--- config.mk ---
export PLATFORM = sky130hd
export DESIGN_NAME = envelope_frame_checker_core
export DESIGN_NICKNAME = d
export VERILOG_FILES = /design/src/design/efc_pkg.sv /design/src/design/efc_front.sv /design/src/design/efc_queue.sv /design/src/design/efc_back.sv /design/src/design/envelope_frame_checker_core.sv
export SDC_FILE = /design/constraint.sdc
export NUM_CORES = 1
export LEC_CHECK = 0
export BUFFER_PORTS_ARGS = -buffer_cell sky130_fd_sc_hd__buf_4
export CORE_ASPECT_RATIO = 0.8
export CORE_MARGIN = 2
export CORE_UTILIZATION = 62
export DETAILED_ROUTE_END_ITERATION = 10
export PLACE_DENSITY = 0.91
export SLEW_MARGIN = 20
export SYNTH_ARGS = -nofsm -noshare
export SYNTH_HDL_FRONTEND = slang
export SYNTH_SLANG_ARGS = --single-unit
export TNS_END_PERCENT = 100
--- constraint.sdc ---
create_clock -name clk -period 7.5 [get_ports clk]
set_input_delay 0.375 -clock clk [delete_from_list [all_inputs] [get_ports clk]]
set_output_delay 0.375 -clock clk [all_outputs]
set_load 0.01 [all_outputs]
--- src/design/efc_pkg.sv ---
// Shared constants, types and helpers of the envelope frame checker.
// Used by efc_front, efc_queue, efc_back and envelope_frame_checker_core.
// No dependencies.
package efc_pkg;

	// Largest envelope accepted, in bytes, header included.
	localparam int MAX_ENVELOPE_BYTES = 4096;

	// The byte count saturates one above the maximum.
	localparam int POS_W = $clog2(MAX_ENVELOPE_BYTES + 2);
	localparam int LEN_W = 12;
	localparam int CMP_W = (POS_W > LEN_W) ? POS_W : LEN_W;
	localparam int KIND_W = 8;
	localparam int OPID_W = 64;

	localparam logic [POS_W-1:0] POS_MAX = POS_W'(MAX_ENVELOPE_BYTES);
	localparam logic [POS_W-1:0] POS_SAT = POS_W'(MAX_ENVELOPE_BYTES + 1);

	// Header layout.
	localparam logic [POS_W-1:0] HDR_BYTES = POS_W'(16);
	localparam logic [POS_W-1:0] POS_VERSION = POS_W'(4);
	localparam logic [POS_W-1:0] POS_KIND = POS_W'(5);
	localparam logic [POS_W-1:0] POS_RSV0 = POS_W'(6);
	localparam logic [POS_W-1:0] POS_RSV1 = POS_W'(7);
	localparam logic [7:0] HDR_VERSION = 8'h01;

	localparam logic [CMP_W-1:0] STATUS_PAYLOAD = CMP_W'(16);
	localparam logic [CMP_W-1:0] BOARD_PAYLOAD = CMP_W'(32);

	// Configuration port.
	localparam int CFG_IDX_W = 3;
	localparam int CFG_DATA_W = 12;
	localparam logic [CFG_IDX_W-1:0] REG_KIND_BINDING = 3'd0;
	localparam logic [CFG_IDX_W-1:0] REG_KIND_FABRIC = 3'd1;
	localparam logic [CFG_IDX_W-1:0] REG_KIND_STATUS = 3'd2;
	localparam logic [CFG_IDX_W-1:0] REG_KIND_BOARD = 3'd3;
	localparam logic [CFG_IDX_W-1:0] REG_BINDING_MIN = 3'd4;
	localparam logic [CFG_IDX_W-1:0] REG_BINDING_MAX = 3'd5;
	localparam logic [CFG_IDX_W-1:0] REG_FABRIC_MIN = 3'd6;
	localparam logic [CFG_IDX_W-1:0] REG_FABRIC_MAX = 3'd7;

	// Verdict codes.
	localparam logic [1:0] VERDICT_OK = 2'd0;
	localparam logic [1:0] VERDICT_LEN_ERR = 2'd1;
	localparam logic [1:0] VERDICT_STRUCT_ERR = 2'd2;

	// Request queue between front and back.
	localparam int QUEUE_DEPTH = 4;
	localparam int QPTR_W = $clog2(QUEUE_DEPTH);
	localparam int QCNT_W = $clog2(QUEUE_DEPTH + 1);

	typedef struct packed {
		logic [KIND_W-1:0] kind_binding;
		logic [KIND_W-1:0] kind_fabric;
		logic [KIND_W-1:0] kind_status;
		logic [KIND_W-1:0] kind_board;
		logic [LEN_W-1:0] binding_min;
		logic [LEN_W-1:0] binding_max;
		logic [LEN_W-1:0] fabric_min;
		logic [LEN_W-1:0] fabric_max;
	} cfg_t;

	// One request from the front: a payload byte, a verdict, or both.
	typedef struct packed {
		logic payload;
		logic [7:0] data;
		logic last;
		logic len_err;
		logic hdr_bad;
		logic [POS_W-1:0] total;
		logic [KIND_W-1:0] kind;
		logic [OPID_W-1:0] opid;
	} entry_t;

	typedef struct packed {
		logic full;
		logic empty;
	} q_status_t;

	// Magic bytes of the header, in order.
	function automatic logic [7:0] magic_byte(input logic [1:0] idx);
		logic [7:0] m;
		case (idx)
			2'd0: m = 8'h4E;
			2'd1: m = 8'h56;
			2'd2: m = 8'h42;
			2'd3: m = 8'h31;
			default: m = 8'h00;
		endcase
		return m;
	endfunction

endpackage

--- src/design/efc_front.sv ---
// Front part of the envelope frame checker: takes bytes, tracks position,
// checks the header and issues requests to the queue. Depends on efc_pkg.
module efc_front (
	input logic clk,
	input logic arst_n,
	input logic in_valid,
	output logic in_ready,
	input logic [7:0] data_byte,
	input logic last_byte,
	input efc_pkg::q_status_t q_status,
	output logic push,
	output efc_pkg::entry_t entry
);

	logic [efc_pkg::POS_W-1:0] pos_q;
	logic hdr_bad_q;
	logic [efc_pkg::KIND_W-1:0] kind_q;
	logic [efc_pkg::OPID_W-1:0] opid_q;

	logic is_payload;
	logic byte_bad;
	logic hdr_bad_n;
	logic [efc_pkg::KIND_W-1:0] kind_n;
	logic [efc_pkg::OPID_W-1:0] opid_n;
	logic [efc_pkg::POS_W-1:0] total;
	logic accept;

	assign in_ready = !q_status.full;
	assign accept = in_valid && in_ready;

	always_comb begin
		is_payload = (pos_q >= efc_pkg::HDR_BYTES);
		byte_bad = 1'b0;
		kind_n = kind_q;
		opid_n = opid_q;
		if (!is_payload) begin
			if (pos_q < efc_pkg::POS_VERSION) begin
				byte_bad = (data_byte != efc_pkg::magic_byte(pos_q[1:0]));
			end else if (pos_q == efc_pkg::POS_VERSION) begin
				byte_bad = (data_byte != efc_pkg::HDR_VERSION);
			end else if (pos_q == efc_pkg::POS_KIND) begin
				kind_n = data_byte;
			end else if (pos_q == efc_pkg::POS_RSV0 || pos_q == efc_pkg::POS_RSV1) begin
				byte_bad = (data_byte != 8'h00);
			end else begin
				opid_n = {opid_q[efc_pkg::OPID_W-9:0], data_byte};
			end
		end
		hdr_bad_n = hdr_bad_q | byte_bad;
		total = (pos_q == efc_pkg::POS_SAT) ? pos_q : pos_q + efc_pkg::POS_W'(1);
	end

	always_comb begin
		push = accept && (is_payload || last_byte);
		entry.payload = is_payload;
		entry.data = is_payload ? data_byte : 8'h00;
		entry.last = last_byte;
		entry.len_err = (total < efc_pkg::HDR_BYTES) || (total > efc_pkg::POS_MAX);
		entry.hdr_bad = hdr_bad_n;
		entry.total = total;
		entry.kind = kind_n;
		entry.opid = opid_n;
	end

	always_ff @(posedge clk or negedge arst_n) begin
		if (!arst_n) begin
			pos_q <= '0;
			hdr_bad_q <= 1'b0;
			kind_q <= '0;
			opid_q <= '0;
		end else if (accept) begin
			pos_q <= last_byte ? '0 : total;
			hdr_bad_q <= last_byte ? 1'b0 : hdr_bad_n;
			kind_q <= kind_n;
			opid_q <= opid_n;
		end
	end

endmodule

--- src/design/efc_queue.sv ---
// Short request queue between the front and back parts of the checker.
// Depends on efc_pkg for the entry type and depth.
module efc_queue (
	input logic clk,
	input logic arst_n,
	input logic push,
	input efc_pkg::entry_t push_entry,
	input logic pop,
	output efc_pkg::entry_t head,
	output efc_pkg::q_status_t status
);

	efc_pkg::entry_t mem_q [efc_pkg::QUEUE_DEPTH];
	logic [efc_pkg::QPTR_W-1:0] wr_ptr_q;
	logic [efc_pkg::QPTR_W-1:0] rd_ptr_q;
	logic [efc_pkg::QCNT_W-1:0] count_q;

	logic do_push;
	logic do_pop;

	function automatic logic [efc_pkg::QPTR_W-1:0] ptr_next(
		input logic [efc_pkg::QPTR_W-1:0] p);
		logic [efc_pkg::QPTR_W-1:0] n;
		if (p == efc_pkg::QPTR_W'(efc_pkg::QUEUE_DEPTH - 1)) begin
			n = '0;
		end else begin
			n = p + efc_pkg::QPTR_W'(1);
		end
		return n;
	endfunction

	assign status.full = (count_q == efc_pkg::QCNT_W'(efc_pkg::QUEUE_DEPTH));
	assign status.empty = (count_q == '0);
	assign do_push = push && !status.full;
	assign do_pop = pop && !status.empty;
	assign head = mem_q[rd_ptr_q];

	always_ff @(posedge clk) begin
		if (do_push) begin
			mem_q[wr_ptr_q] <= push_entry;
		end
	end

	always_ff @(posedge clk or negedge arst_n) begin
		if (!arst_n) begin
			wr_ptr_q <= '0;
			rd_ptr_q <= '0;
			count_q <= '0;
		end else begin
			if (do_push) begin
				wr_ptr_q <= ptr_next(wr_ptr_q);
			end
			if (do_pop) begin
				rd_ptr_q <= ptr_next(rd_ptr_q);
			end
			if (do_push && !do_pop) begin
				count_q <= count_q + efc_pkg::QCNT_W'(1);
			end else if (do_pop && !do_push) begin
				count_q <= count_q - efc_pkg::QCNT_W'(1);
			end
		end
	end

endmodule

--- src/design/efc_back.sv ---
// Back part of the checker: takes requests from the queue, forms the
// verdict and holds the result register. Depends on efc_pkg.
module efc_back (
	input logic clk,
	input logic arst_n,
	input efc_pkg::entry_t head,
	input efc_pkg::q_status_t q_status,
	input efc_pkg::cfg_t cfg,
	output logic pop,
	output logic out_valid,
	input logic out_ready,
	output logic payload_valid,
	output logic [7:0] payload_byte,
	output logic verdict_valid,
	output logic [1:0] verdict_code,
	output logic [efc_pkg::KIND_W-1:0] frame_kind,
	output logic [efc_pkg::OPID_W-1:0] frame_opid
);

	logic out_valid_q;
	logic payload_valid_q;
	logic [7:0] payload_byte_q;
	logic verdict_valid_q;
	logic [1:0] verdict_code_q;
	logic [efc_pkg::KIND_W-1:0] frame_kind_q;
	logic [efc_pkg::OPID_W-1:0] frame_opid_q;

	logic [efc_pkg::CMP_W-1:0] plen;
	logic suits;
	logic [1:0] code;

	always_comb begin
		plen = efc_pkg::CMP_W'(head.total) - efc_pkg::CMP_W'(efc_pkg::HDR_BYTES);
		// Kinds are matched in register order; the first match decides.
		if (head.kind == cfg.kind_binding) begin
			suits = (plen >= efc_pkg::CMP_W'(cfg.binding_min)) &&
				(plen <= efc_pkg::CMP_W'(cfg.binding_max));
		end else if (head.kind == cfg.kind_fabric) begin
			suits = (plen >= efc_pkg::CMP_W'(cfg.fabric_min)) &&
				(plen <= efc_pkg::CMP_W'(cfg.fabric_max));
		end else if (head.kind == cfg.kind_status) begin
			suits = (plen == efc_pkg::STATUS_PAYLOAD);
		end else if (head.kind == cfg.kind_board) begin
			suits = (plen == efc_pkg::BOARD_PAYLOAD);
		end else begin
			suits = 1'b0;
		end
		if (head.len_err) begin
			code = efc_pkg::VERDICT_LEN_ERR;
		end else if (head.hdr_bad || head.opid == '0 || !suits) begin
			code = efc_pkg::VERDICT_STRUCT_ERR;
		end else begin
			code = efc_pkg::VERDICT_OK;
		end
	end

	assign pop = !q_status.empty && (!out_valid_q || out_ready);

	always_ff @(posedge clk or negedge arst_n) begin
		if (!arst_n) begin
			out_valid_q <= 1'b0;
		end else if (pop) begin
			out_valid_q <= 1'b1;
		end else if (out_ready) begin
			out_valid_q <= 1'b0;
		end
	end

	always_ff @(posedge clk) begin
		if (pop) begin
			payload_valid_q <= head.payload;
			payload_byte_q <= head.data;
			verdict_valid_q <= head.last;
			if (head.last) begin
				verdict_code_q <= code;
			end else begin
				verdict_code_q <= efc_pkg::VERDICT_OK;
			end
			if (head.last && code == efc_pkg::VERDICT_OK) begin
				frame_kind_q <= head.kind;
				frame_opid_q <= head.opid;
			end else begin
				frame_kind_q <= '0;
				frame_opid_q <= '0;
			end
		end
	end

	assign out_valid = out_valid_q;
	assign payload_valid = payload_valid_q;
	assign payload_byte = payload_byte_q;
	assign verdict_valid = verdict_valid_q;
	assign verdict_code = verdict_code_q;
	assign frame_kind = frame_kind_q;
	assign frame_opid = frame_opid_q;

endmodule

--- src/design/envelope_frame_checker_core.sv ---
// Envelope frame checker, top level: configuration registers, front, queue, back.
// An accepted payload or last byte is registered in the request queue and then in the
// back's result register. Throughput: one byte per cycle while the queue is not full, set
// by the single-byte front stage. The four-entry request queue lets front and back stall on their own.
// Reset (arst_n low, asynchronous) clears control state and loads register defaults.
// No clearing pass is needed after reset. Depends on efc_pkg and the three submodules.
module envelope_frame_checker_core (
	input logic clk,
	input logic arst_n,
	input logic in_valid,
	output logic in_ready,
	input logic [7:0] data_byte,
	input logic last_byte,
	output logic out_valid,
	input logic out_ready,
	output logic payload_valid,
	output logic [7:0] payload_byte,
	output logic verdict_valid,
	output logic [1:0] verdict_code,
	output logic [efc_pkg::KIND_W-1:0] frame_kind,
	output logic [efc_pkg::OPID_W-1:0] frame_opid,
	input logic cfg_we,
	input logic [efc_pkg::CFG_IDX_W-1:0] cfg_index,
	input logic [efc_pkg::CFG_DATA_W-1:0] cfg_data
);

	efc_pkg::cfg_t cfg_q;
	efc_pkg::entry_t push_entry;
	efc_pkg::entry_t head;
	efc_pkg::q_status_t q_status;
	logic push;
	logic pop;

	always_ff @(posedge clk or negedge arst_n) begin
		if (!arst_n) begin
			cfg_q.kind_binding <= 8'd1;
			cfg_q.kind_fabric <= 8'd2;
			cfg_q.kind_status <= 8'd3;
			cfg_q.kind_board <= 8'd4;
			cfg_q.binding_min <= 12'd1;
			cfg_q.binding_max <= 12'd4080;
			cfg_q.fabric_min <= 12'd1;
			cfg_q.fabric_max <= 12'd4080;
		end else if (cfg_we) begin
			case (cfg_index)
				efc_pkg::REG_KIND_BINDING: cfg_q.kind_binding <= cfg_data[7:0];
				efc_pkg::REG_KIND_FABRIC: cfg_q.kind_fabric <= cfg_data[7:0];
				efc_pkg::REG_KIND_STATUS: cfg_q.kind_status <= cfg_data[7:0];
				efc_pkg::REG_KIND_BOARD: cfg_q.kind_board <= cfg_data[7:0];
				efc_pkg::REG_BINDING_MIN: cfg_q.binding_min <= cfg_data;
				efc_pkg::REG_BINDING_MAX: cfg_q.binding_max <= cfg_data;
				efc_pkg::REG_FABRIC_MIN: cfg_q.fabric_min <= cfg_data;
				efc_pkg::REG_FABRIC_MAX: cfg_q.fabric_max <= cfg_data;
				default: begin
				end
			endcase
		end
	end

	efc_front u_front (
		.clk(clk),
		.arst_n(arst_n),
		.in_valid(in_valid),
		.in_ready(in_ready),
		.data_byte(data_byte),
		.last_byte(last_byte),
		.q_status(q_status),
		.push(push),
		.entry(push_entry)
	);

	efc_queue u_queue (
		.clk(clk),
		.arst_n(arst_n),
		.push(push),
		.push_entry(push_entry),
		.pop(pop),
		.head(head),
		.status(q_status)
	);

	efc_back u_back (
		.clk(clk),
		.arst_n(arst_n),
		.head(head),
		.q_status(q_status),
		.cfg(cfg_q),
		.pop(pop),
		.out_valid(out_valid),
		.out_ready(out_ready),
		.payload_valid(payload_valid),
		.payload_byte(payload_byte),
		.verdict_valid(verdict_valid),
		.verdict_code(verdict_code),
		.frame_kind(frame_kind),
		.frame_opid(frame_opid)
	);

	// Every result carries a payload byte, a verdict, or both.
	a_result_not_empty: assert property (@(posedge clk) disable iff (!arst_n)
		out_valid |-> (payload_valid || verdict_valid))
		else $error("result with neither payload nor verdict");

	// A result without a payload byte shows a zero byte.
	a_payload_zero: assert property (@(posedge clk) disable iff (!arst_n)
		(out_valid && !payload_valid) |-> (payload_byte == 8'h00))
		else $error("payload byte not zero without payload");

	// A failed verdict hides kind and operation id.
	a_fail_clears_id: assert property (@(posedge clk) disable iff (!arst_n)
		(out_valid && verdict_code != efc_pkg::VERDICT_OK) |->
		(frame_kind == '0 && frame_opid == '0))
		else $error("kind or operation id shown with failed verdict");

	// An ok verdict always carries a nonzero operation id.
	a_ok_has_id: assert property (@(posedge clk) disable iff (!arst_n)
		(out_valid && verdict_valid && verdict_code == efc_pkg::VERDICT_OK) |->
		(frame_opid != '0))
		else $error("ok verdict with zero operation id");

endmodule
==> flow_summary.toml <==
[final_layout]
multi_input_area_sq_um = 8927
drive_above_1_share = 0.3604
mostFrequentLayoutCells = "472 x edfxtp_1, 217 x mux2_2, 149 x dfrtp_1"
layout.nets = 1875
seq_area_sq_um = 18560
final_common_cell = "edfxtp_1"
area_growth_pct = 12.60
num-fill-cells = 2619
stdcell_count = 2441

[sta]
period_needed_ns = 5.984
fin_crit_sh = 0.7979
fin_skew_ns = 0.02219
relSlewSlack = 0.2393
fmax_mhz = 167.1
drv_slew = 0
rsz0062_at_grt = "false"
hold_viol = 0
setup_viol = 0
finalSetupTns_ns = 0
tightestPinTransition_ns = 1.141

[logic_synthesis]
synth-edff-count = 472
synth-seq-area-share = 0.6614
netlist_instances = 1669
ys_warn_count = 0
synthFlopType = "edfxtp_1"
synthArstFlopShare = 0.2693
syn_nets = 1757
syn-cell-area_sq_um = 28050
ys_types = 65
ys_seq_elements = 646
syn_area_per_cell_sq_um = 16.81

[clock_network]
numCtsBuffers = 59
tritoncts = "built"
clockBufferDepth = 3
insertion_delay_ns = 0.62
clockRootBuffer = "clkbuf_16"
clk_pin_slew_worst_paths_ns = 0.07
htree_levels = 2
clkSinkCount = 646

[detailed_routing]
via_per_inst = 6.505
routedWlPerCell_um = 27.22
drtIter0Drc = 1807
vias = 15880
antenna_left = 0
first_pass_iters = 5
drt-total-wl_mm = 66.45
drc = 0

[worst_setup_path]
startpoint_type = "register"
cp.arrival_ns = 6.40
cp-end-kind = "register"
worst_r2r_path_depth = 16
regToRegSetupSlack_ns = 1.52
worstSetupPathType = "register to register"
rr_endpoint = "u_back.frame_opid[47]"
worstPathMaxFanout = 34
worstReg2RegStart = "u_queue.rd_ptr_q[1]"
worstPathRequired_ns = 7.91

[global_route]
grt_util_all_layers = 0.2852
antenna_found_initial = 2
grt_start_max_net_pins = 97
grt_pass1_wl_mm = 100.6
grt_overflow = 0
grt_pass1_vias = 16200

[floorplan]
boundaryPins = 115
die_w_um = 241.8
start_util = 0.6298
die_h_um = 194.3
dieArea_sq_um = 46980
core_sq_um = 44550
row_count = 69

[power]
p_per_area_nw_per_um2 = 352.1
p_leak_nw = 11.66
ir_drop_v = 0.0002750

[placed_design]
dp.final_hpwl_mm = 40.04
place_congestion = 0.8827
dp_cells = 2323
port_buffers = 114

[min_path]
worstHoldStart = "cfg_data[11]"
hold-path-cell-count = 3
hold_class = "primary input to register"
min_to = "cfg_q[47]"

[run]
drv_cap = 0

[status]
outcome = "complete, no violations"
==> state kept, by name, indices dropped and copies added, names as in the netlist <==
signal / count
u_queue.mem_q: 388
cfg_q: 80
u_back.frame_opid: 64
u_front.opid_q: 64
u_front.pos_q: 13
u_back.frame_kind: 8
u_back.payload_byte: 8
u_front.kind_q: 8
u_queue.count_q: 3
u_back.verdict_code: 2
u_queue.rd_ptr_q: 2
u_queue.wr_ptr_q: 2
u_back.out_valid: 1
u_back.payload_valid: 1
u_back.verdict_valid: 1
u_front.hdr_bad_q: 1
==> kinds of logic (layout without fill, tap and decap cells) <==
group	Yosys count	after routing	synth area share
mux	322	322	0.1674
buf+inv	145	313	0.02301
xor+xnor	57	57	0.01829
simple gates	278	278	0.04982
fa+ha+maj	61	61	0.02729
compound gates	160	160	0.05276
flops	646	646	0.6614
other cells	0	1	0
==> worst max path at each step <==
stage	start	endpoint	cells past startpoint	slack [ns]
2_1_floorplan	u_queue.count_q[0]	u_queue.count_q[1]	7	1.37
3_3_place_gp	u_queue.rd_ptr_q[1]	u_back.frame_opid[46]	15	1.85
3_5_place_dp	u_queue.rd_ptr_q[1]	u_back.frame_opid[17]	15	1.70
4_1_cts	u_queue.rd_ptr_q[1]	u_back.frame_opid[47]	15	1.58
5_1_grt	u_queue.rd_ptr_q[1]	u_back.frame_opid[47]	15	1.30
6_report	u_queue.rd_ptr_q[1]	u_back.frame_opid[47]	16	1.52
==> synth_stat cells, drive strengths merged, types with 21 or more instances <==
master,instances,area (sq um)
edfxtp,472,14170
mux2,217,2444
dfrtp,151,3779
nand2,113,424.2
mux4,96,2162
a211oi,76,920.9
inv,63,236.5
ha,58,725.7
clkbuf,43,161.4
buf,39,247.7
xnor2,33,289.0
o21ai,32,163.9
nor2,31,116.4
nor4,27,183.9
dfstp,23,604.3
xor2,23,201.4
nand3,21,105.1
==> critical path: stages (launching register included) <==
cell and delay (ns):
dfrtp_4 0.77, mux4_2 0.45, inv_1 0.22, ha_1 0.32, nand4_1 0.33, nand2_1 0.19
xor2_1 0.53, ha_1 0.36, nand2_1 0.09, nor2_1 0.06, o31ai_1 0.07, o211ai_1 0.19
a41oi_1 0.25, a41o_1 0.22, nand4_4 0.68, buf_4 0.59, a211oi_1 0.37
==> timing repair <==
item                       CTS  global route
setup endpoints to repair    0             0
hold endpoints to repair    76             0
buffers inserted             0             0
gates resized for setup      0             0
hold buffers                 5             0
==> through the flow <==
step	utilization	instance area [sq um]	hold WS, ns	total power, W	worst slack, ns
2_1_floorplan	-	28050	0.07941	0.006913	1.367
3_3_place_gp	0.6621	29490	0.4663	0.007850	1.850
3_5_place_dp	0.6623	29500	0.4776	0.007962	1.698
4_1_cts	0.7083	31560	0.005036	0.01109	1.581
5_1_grt	0.7091	31590	0.04111	0.01153	1.303
6_report	0.7091	31590	0.02915	0.01112	1.516
==> where the power goes <==
group | switching, W | total (W) | leakage [nW] | internal [W]
sequential | 0.000271 | 0.00472 | 6.70 | 0.00445
combinational | 0.00195 | 0.00330 | 3.98 | 0.00135
clock | 0.00134 | 0.00310 | 0.984 | 0.00176
==> area by class of cell <==
| class | count | share of cell area |
|---|---|---|
| Tap cell | 603 | 0.02388 |
| Timing Repair Buffer | 139 | 0.03497 |
| Sequential cell | 646 | 0.5877 |
| Clock inverter | 39 | 0.01275 |
| Inverter | 63 | 0.007486 |
| Multi-Input combinational cell | 878 | 0.2826 |
| Antenna cell | 1 | 0.00007921 |
| Clock buffer | 72 | 0.05058 |
==> routing by layer <==
| metal | global-route usage | up-vias | wire length, um |
|---|---|---|---|
| li1 | - | 6689 | - |
| met1 | 0.4012 | 8138 | 26530 |
| met2 | 0.4499 | 884 | 31670 |
| met3 | 0.06159 | 167 | 6181 |
| met4 | 0.09648 | 0 | 2074 |
| met5 | 0 | - | 0 |
Power figures use the tool's default switching activity.
